## src/rtl/core/impt_pkg.sv

```systemverilog
// impt_pkg: shared constants, command and register codes, microcode word
// layout and the control store of the in-place transpose core.
// No dependencies; used by impt_seq, impt_datapath and the top level.
package impt_pkg;

	localparam int MAX_DIM_DEF   = 32;
	localparam int WORD_BITS_DEF = 64;

	localparam int DATA_W    = 64;
	localparam int CFG_W     = 6;
	localparam int RC_W      = 5;
	localparam int CMD_W     = 2;
	localparam int CFG_IDX_W = 1;

	localparam logic [CMD_W-1:0] CMD_READ  = 2'd0;
	localparam logic [CMD_W-1:0] CMD_WRITE = 2'd1;
	localparam logic [CMD_W-1:0] CMD_XPOSE = 2'd2;

	localparam logic [CFG_IDX_W-1:0] REG_ROW_COUNT    = 1'd0;
	localparam logic [CFG_IDX_W-1:0] REG_COLUMN_COUNT = 1'd1;

	localparam int STEP_W = 4;
	typedef logic [STEP_W-1:0] step_t;

	localparam step_t ST_IDLE   = 4'd0;
	localparam step_t ST_ACCESS = 4'd1;
	localparam step_t ST_EMIT   = 4'd2;
	localparam step_t ST_LAST   = 4'd3;
	localparam step_t ST_CLEAR  = 4'd4;
	localparam step_t ST_SCAN   = 4'd5;
	localparam step_t ST_MARK   = 4'd6;
	localparam step_t ST_DIV    = 4'd7;
	localparam step_t ST_DIVW   = 4'd8;
	localparam step_t ST_NEXT   = 4'd9;
	localparam step_t ST_FETCH  = 4'd10;
	localparam step_t ST_MOVE   = 4'd11;
	localparam step_t ST_CLOSE  = 4'd12;
	localparam step_t ST_ADV    = 4'd13;
	localparam step_t ST_FLIP   = 4'd14;
	localparam step_t ST_XEMIT  = 4'd15;

	typedef enum logic [3:0] {
		OP_NONE,
		OP_TAKE,
		OP_ACCESS,
		OP_EMIT,
		OP_LOAD_LAST,
		OP_CLEAR,
		OP_SCAN,
		OP_MARK,
		OP_DIV_START,
		OP_NEXT,
		OP_FETCH,
		OP_MOVE,
		OP_CLOSE,
		OP_START_INC,
		OP_FLIP
	} op_t;

	typedef enum logic [3:0] {
		C_NEVER,
		C_ALWAYS,
		C_ITEM,
		C_XPOSE,
		C_CLR_DONE,
		C_START_DONE,
		C_VISITED,
		C_DIV_DONE,
		C_NXT_START,
		C_OUT_FREE
	} cond_sel_t;

	// on a hit go to target, otherwise hold the step (stay) or fall through
	typedef struct packed {
		op_t       op;
		cond_sel_t cond;
		logic      stay;
		step_t     target;
	} uword_t;

	typedef struct packed {
		logic item;
		logic xpose;
		logic clr_done;
		logic start_done;
		logic visited;
		logic div_done;
		logic nxt_start;
		logic out_free;
	} flags_t;

	function automatic uword_t uw(input op_t o, input cond_sel_t c, input logic st,
		input step_t t);
		uword_t w;
		w.op     = o;
		w.cond   = c;
		w.stay   = st;
		w.target = t;
		return w;
	endfunction

	function automatic uword_t ucode_rom(input step_t s);
		uword_t w;
		unique case (s)
			ST_IDLE:   w = uw(OP_TAKE,      C_ITEM,       1'b1, ST_ACCESS);
			ST_ACCESS: w = uw(OP_ACCESS,    C_XPOSE,      1'b0, ST_LAST);
			ST_EMIT:   w = uw(OP_EMIT,      C_OUT_FREE,   1'b1, ST_IDLE);
			ST_LAST:   w = uw(OP_LOAD_LAST, C_NEVER,      1'b0, ST_IDLE);
			ST_CLEAR:  w = uw(OP_CLEAR,     C_CLR_DONE,   1'b1, ST_SCAN);
			ST_SCAN:   w = uw(OP_SCAN,      C_START_DONE, 1'b0, ST_FLIP);
			ST_MARK:   w = uw(OP_MARK,      C_VISITED,    1'b0, ST_ADV);
			ST_DIV:    w = uw(OP_DIV_START, C_NEVER,      1'b0, ST_IDLE);
			ST_DIVW:   w = uw(OP_NONE,      C_DIV_DONE,   1'b1, ST_NEXT);
			ST_NEXT:   w = uw(OP_NEXT,      C_NEVER,      1'b0, ST_IDLE);
			ST_FETCH:  w = uw(OP_FETCH,     C_NXT_START,  1'b0, ST_CLOSE);
			ST_MOVE:   w = uw(OP_MOVE,      C_ALWAYS,     1'b0, ST_DIV);
			ST_CLOSE:  w = uw(OP_CLOSE,     C_NEVER,      1'b0, ST_IDLE);
			ST_ADV:    w = uw(OP_START_INC, C_ALWAYS,     1'b0, ST_SCAN);
			ST_FLIP:   w = uw(OP_FLIP,      C_NEVER,      1'b0, ST_IDLE);
			ST_XEMIT:  w = uw(OP_EMIT,      C_OUT_FREE,   1'b1, ST_IDLE);
			default:   w = uw(OP_NONE,      C_ALWAYS,     1'b0, ST_IDLE);
		endcase
		return w;
	endfunction

endpackage

```

## src/rtl/core/impt_seq.sv

```systemverilog
// impt_seq: microcode sequencer with step counter, control store lookup
// and conditional jump select.
// Depends on impt_pkg (control store, word and flag types).
module impt_seq (
	input  logic             clk,
	input  logic             arst_n,
	input  impt_pkg::flags_t flags,
	output impt_pkg::uword_t ctrl
);

	impt_pkg::step_t  step_q;
	impt_pkg::step_t  step_d;
	impt_pkg::uword_t word;
	logic             hit;

	assign word = impt_pkg::ucode_rom(step_q);
	assign ctrl = word;

	always_comb begin
		unique case (word.cond)
			impt_pkg::C_NEVER:      hit = 1'b0;
			impt_pkg::C_ALWAYS:     hit = 1'b1;
			impt_pkg::C_ITEM:       hit = flags.item;
			impt_pkg::C_XPOSE:      hit = flags.xpose;
			impt_pkg::C_CLR_DONE:   hit = flags.clr_done;
			impt_pkg::C_START_DONE: hit = flags.start_done;
			impt_pkg::C_VISITED:    hit = flags.visited;
			impt_pkg::C_DIV_DONE:   hit = flags.div_done;
			impt_pkg::C_NXT_START:  hit = flags.nxt_start;
			impt_pkg::C_OUT_FREE:   hit = flags.out_free;
			default:                hit = 1'b0;
		endcase
		if (hit) begin
			step_d = word.target;
		end else if (word.stay) begin
			step_d = step_q;
		end else begin
			step_d = step_q + impt_pkg::step_t'(1);
		end
	end

	always_ff @(posedge clk or negedge arst_n) begin
		if (!arst_n) begin
			step_q <= impt_pkg::ST_IDLE;
		end else begin
			step_q <= step_d;
		end
	end

endmodule

```

## config.mk

```make
export PLATFORM = sky130hd
export DESIGN_NAME = impt_seq
export DESIGN_NICKNAME = d
export VERILOG_FILES = /design/src/rtl/core/impt_pkg.sv /design/src/rtl/core/impt_seq.sv
export SDC_FILE = /design/constraint.sdc
export NUM_CORES = 1
export LEC_CHECK = 0
export BUFFER_PORTS_ARGS = -buffer_cell sky130_fd_sc_hd__buf_2
export CAP_MARGIN = 15
export CORE_UTILIZATION = 40
export DETAILED_ROUTE_END_ITERATION = 6
export PLACE_DENSITY_LB_ADDON = 0.15
export SLEW_MARGIN = 10
export SYNTH_ARGS = -nofsm -noshare
export SYNTH_HDL_FRONTEND = slang
export SYNTH_SLANG_ARGS = --single-unit
```

## constraint.sdc

```tcl
create_clock -name clk -period 4.61 [get_ports clk]
set_input_delay 0.461 -clock clk [delete_from_list [all_inputs] [get_ports clk]]
set_output_delay 0.461 -clock clk [all_outputs]
set_load 0.02 [all_outputs]
```

==> flow_metrics.tcl, run 1 <==
set metrics [dict create \
    outcome "finished with violations" \
    failed_checks "DRC" \
    antenna_found_initial 0 \
    routed_wl_um 1620 \
    cts_setup_buffers 0 \
    rr_worst_depth 7 \
    viasPerCell 5.53 \
    rsz0062_at_grt "no" \
    hpwl_um 1320 \
    htree_levels 1 \
    required_ns 4.15 \
    cts_resized 0 \
    synthCells 86 \
    hold_buffers 0 \
    timing.fmax_mhz 405 \
    r2r-end "step_q[3]" \
    numPlacedInstances 119 \
    fp.dieArea_sq_um 1900 \
    tns_ns 0 \
    synth_nets 103 \
    fin_worst_skew_ns 0.00301 \
    first_iter_violations 26 \
    cts_tree "yes" \
    hold_viol_final 0 \
    yosys_warnings 0 \
    critical_path.endpoint_type "output pin" \
    core_sq_um 1560 \
    drt_first_pass_iters 6 \
    grt_max_degree 23 \
    r2r_start "step_q[2]" \
    fin_cells 122 \
    port_buffers 22 \
    gp_congestion 0.846 \
    cp.arrival_ns 2.01 \
    biggestRegsByFlops "step_q x4" \
    slew_headroom_pct 48.7 \
    syn2layout_area_growth_pct 16.4 \
    ant_nets 0 \
    ys_seq_area_share_pct 14.4 \
    grtUsageMet1_pct 27.0 \
    routedWlPerCell_um 13.3 \
    grt_util_met3_pct 2.92 \
    dieWidth_um 43.6 \
    synthArstFlopShare_pct 100 \
    cap_violations 0 \
    critPathMaxFanout 22 \
    yosys.area.top_type "dfrtp_1" \
    start_util_pct 44.5 \
    ys_ff_latch 4 \
    track_usage_pct 19.7 \
    crit_path_start_kind "register" \
    die_height_um 43.6 \
    finalMaxSlewViolations 0 \
    final_nets 125 \
    rrSetupSlack_ns 2.16 \
    setup_viol 0 \
    min_path_type "input pin to asynchronous set/reset pin" \
    clkLatencyLatePin_ns 0.23 \
    root_buffer "clkbuf_4" \
    largest_register "step_q" \
    ys_top_cells_by_count "nor2_1, a21oi_1, ha_1, mux2i_1, o21ai_0" \
    io_pins 23 \
    grt_busiest_layer "met2" \
    yosysUniqueCellTypes 31 \
    grt_use_met2_pct 32.8 \
    clock-sinks 4 \
    post-synth-top-area-fraction_pct 14.4 \
    fin_crit_sh_pct 53.6 \
    grt_pass1_vias 624 \
    syn_area_per_cell_sq_um 8.06 \
    drc 3 \
    n_antenna_cell 0 \
    ctsLongestPathBuffers 2 \
    drive_gt1_share_pct 34.0 \
    synth-edff-count 0 \
    synth.area.top_cells "dfrtp_1, ha_1, mux2i_1" \
    largest_register_ffs 4 \
    syn_area_sq_um 693 \
    grt.overflow.total 0 \
    via_count 675 \
    core.rowCount 14 \
    cts_buffers 3 \
    yosysMostFrequentCell "nor2_1" \
    min_period_ns 2.47 \
    grt_pass1_wl_um 2840 \
    clkTransAtPathRegs_ns 0.04 \
    tightest_slew_ns 0.770 \
    crit_type "register to output pin" \
    synth-main-ff-cell "dfrtp_1" \
]
==> critical path, cell delays in order, from the launching register on <==
cell and delay (ns):
dfrtp_1 0.83, ha_1 0.32, mux2i_1 0.08, o21ai_1 0.28, buf_2 0.25
==> per-stage QoR <==
| stage | cell area (sq um) | setup slack [ns] | hold WS, ns | util [%] |
|---|---|---|---|---|
| floorplan | 693 | 2.37 | 0.165 | - |
| CTS | 807 | 2.15 | 0.0219 | 51.8 |
| detailed placement | 785 | 2.15 | 0.272 | 50.3 |
| global placement | 785 | 2.22 | 0.268 | 50.3 |
| global route | 807 | 1.98 | 0.0233 | 51.8 |
| finish | 807 | 2.14 | 0.0258 | 51.8 |
==> cell usage in the layout (no fill, tap or decap), types with 3 or more instances in the layout <==
cell,netlist,final
a21oi_1,7,7
inv_1,5,5
nand2b_1,3,3
mux2_4,4,4
ha_1,7,7
mux2i_1,7,7
clkbuf_4,0,3
o21ai_0,7,7
buf_2,1,22
nand2_1,6,6
dfrtp_1,4,4
nor2_1,10,10
==> kinds of logic (layout without fill, tap and decap cells) <==
| family | after synthesis | in the layout | share of synthesized area (%) |
|---|---|---|---|
| fa+ha+maj | 7 | 7 | 12.6 |
| xor+xnor | 1 | 1 | 1.26 |
| buf+inv | 11 | 31 | 8.84 |
| flops | 4 | 4 | 14.4 |
| compound gates | 26 | 26 | 26.4 |
| simple gates | 25 | 25 | 16.1 |
| mux | 12 | 12 | 20.4 |
==> how the worst max path moves through the flow <==
stage	end	depth (start not counted)	from	slack [ns]
6_report	ctrl[4]	4	step_q[2]	2.14
5_1_grt	ctrl[4]	4	step_q[2]	1.98
4_1_cts	ctrl[4]	4	step_q[2]	2.15
3_5_place_dp	step_q[3]	7	step_q[2]	2.15
3_3_place_gp	step_q[3]	7	step_q[2]	2.22
2_1_floorplan	step_q[0]	9	step_q[0]	2.37
==> metal layers <==
layer,vias up,wire [um]
met4,0,0
li1,345,-
met5,-,0
met3,0,132
met1,303,750
met2,27,735
==> cell type report <==
class                   instances  area, sq um
repair buffers                 22          110
flip-flops and latches          4          100
fillers                       182          752
inverters                       6         22.5
well taps                      16         20.0
clock buffers                   3         22.5
multi-input cells              71          532
Power of run 1 is not shown: default switching activity piles up to over one toggle a cycle in this logic, so the estimate is an artifact.
==> inputs of run 2 (changes only) <==
==> constraint.sdc (replaced) <==
create_clock -name clk -period 2.37 [get_ports clk]
set_input_delay 0.237 -clock clk [delete_from_list [all_inputs] [get_ports clk]]
set_output_delay 0.237 -clock clk [all_outputs]
set_load 0.02 [all_outputs]
==> flow_metrics.tcl, run 2 (synthesis results as in run 1) <==
set metrics [dict create \
    critPathMaxFanout 7 \
    dieWidth_um 43.6 \
    most-common-layout-cells "buf_2, nor2_1" \
    ctsLongestPathBuffers 2 \
    fillCellCount 156 \
    io_pins 23 \
    fin_worst_skew_ns 0.00235 \
    largest_register "step_q" \
    min_period_ns 2.18 \
    clock-sinks 4 \
    cts_buffers 3 \
    outcome "finished with violations" \
    slowest_delay_ns 0.45 \
    drc 3 \
    biggestRegsByFlops "step_q x4" \
    hpwl_um 1290 \
    layout_commonest_cell "buf_2" \
    clkTransAtPathRegs_ns 0.04 \
    grt_pass1_wl_um 2720 \
    die_height_um 43.6 \
    start_util_pct 44.5 \
    tightest_slew_ns 0.592 \
    dp_slack_ns 0.101 \
    failed_checks "DRC" \
    timing.fmax_mhz 458 \
    cts_setup_buffers 0 \
    required_ns 2.48 \
    drt_first_pass_iters 6 \
    crit_type "register to register" \
    via_count 683 \
    cts_tree "yes" \
    first_iter_violations 14 \
    cap_violations 0 \
    root_buffer "clkbuf_4" \
    track_usage_pct 18.7 \
    slew_headroom_pct 60.5 \
    clkLatencyLatePin_ns 0.23 \
    core_sq_um 1560 \
    setup_slack_ns 0.186 \
    finalMaxSlewViolations 0 \
    drive_gt1_share_pct 38.9 \
    largest_register_ffs 4 \
    routedWlPerCell_um 12.4 \
    port_buffers 22 \
    critical_path.endpoint_type "register" \
    fin_cells 129 \
    numPlacedInstances 125 \
    rrSetupSlack_ns 0.19 \
    setup_viol 0 \
    ant_nets 0 \
    cp_cell_sequence "ha_1 -> inv_1 -> ha_1 -> nand2b_4 -> o21ai_2 -> mux2i_1 -> mux2i_1 -> a32o_2 -> mux2_4" \
    grt_max_degree 22 \
    hold_viol_final 0 \
    grt.overflow.total 0 \
    min_path_type "input pin to asynchronous set/reset pin" \
    crit_path_start_kind "register" \
    tns_ns 0 \
    fin_crit_sh_pct 92.2 \
    n_antenna_cell 0 \
    core.rowCount 14 \
    antenna_found_initial 0 \
    fp.dieArea_sq_um 1900 \
    gp_congestion 0.863 \
    routed_wl_um 1600 \
    htree_levels 1 \
    grt_pass1_vias 638 \
    cp.arrival_ns 2.30 \
    viasPerCell 5.29 \
    critPathSlowestCell "dfrtp_2" \
    rsz0062_at_grt "no" \
    syn2layout_area_growth_pct 25.6 \
    final_nets 132 \
]
==> run 2: area by class of cell <==
cell class,instances,area (sq um),share of cell area [%]
multi-input combinational,71,539,61.9
timing repair buffer,29,165,19.0
sequential,4,101,11.6
clock buffer,3,22.5,2.59
inverter,6,22.5,2.59
tap,16,20.0,2.30
==> run 2: per-stage QoR <==
stage	cell area, sq um	hold WS [ns]	util [%]
2_1_floorplan	693	-0.0586	-
6_report	871	0.334	55.9
4_1_cts	862	0.332	55.3
3_3_place_gp	830	0.0438	53.2
3_5_place_dp	830	0.0467	53.2
5_1_grt	871	0.343	55.9
==> run 2: timing repair <==
item / 4_1_cts / 5_1_grt
resized for setup: 0 / 2
endpoints found under the hold margin: 4 / 0
setup endpoints to repair: 0 / 4
hold buffers: 1 / 0
==> run 2: final timing paths <==
| check | start | endpoint | cells after the start |
|---|---|---|---|
| max in group asynchronous | arst_n | step_q[1] | 2 |
| min in group clk | flags[4] | step_q[2] | 5 |
| worst min register to register | step_q[0] | step_q[0] | 2 |
| worst max-delay path | step_q[1] | step_q[1] | 9 |
| worst min-delay path | arst_n | step_q[2] | 2 |
| worst max register to register | step_q[1] | step_q[1] | 9 |
==> run 2: worst max-delay path, delay by kind of cell (launching register included) <==
family / cells / cell delay [ns]
and+or+nand+nor: 1 / 0.09
buffers and inverters: 1 / 0.06
adders and majority gates: 2 / 0.44
DFF: 1 / 0.45
AOI/OAI and AO/OA: 2 / 0.44
muxes: 3 / 0.60
==> run 2: layer usage <==
metal	track usage [%]	wire length [um]	vias up
li1	-	-	358
met1	24.9	758	293
met2	29.3	685	28
met3	5.00	116	4
met4	6.25	36	0
met5	0	0	-
Power of run 2 is left out for the same reason.
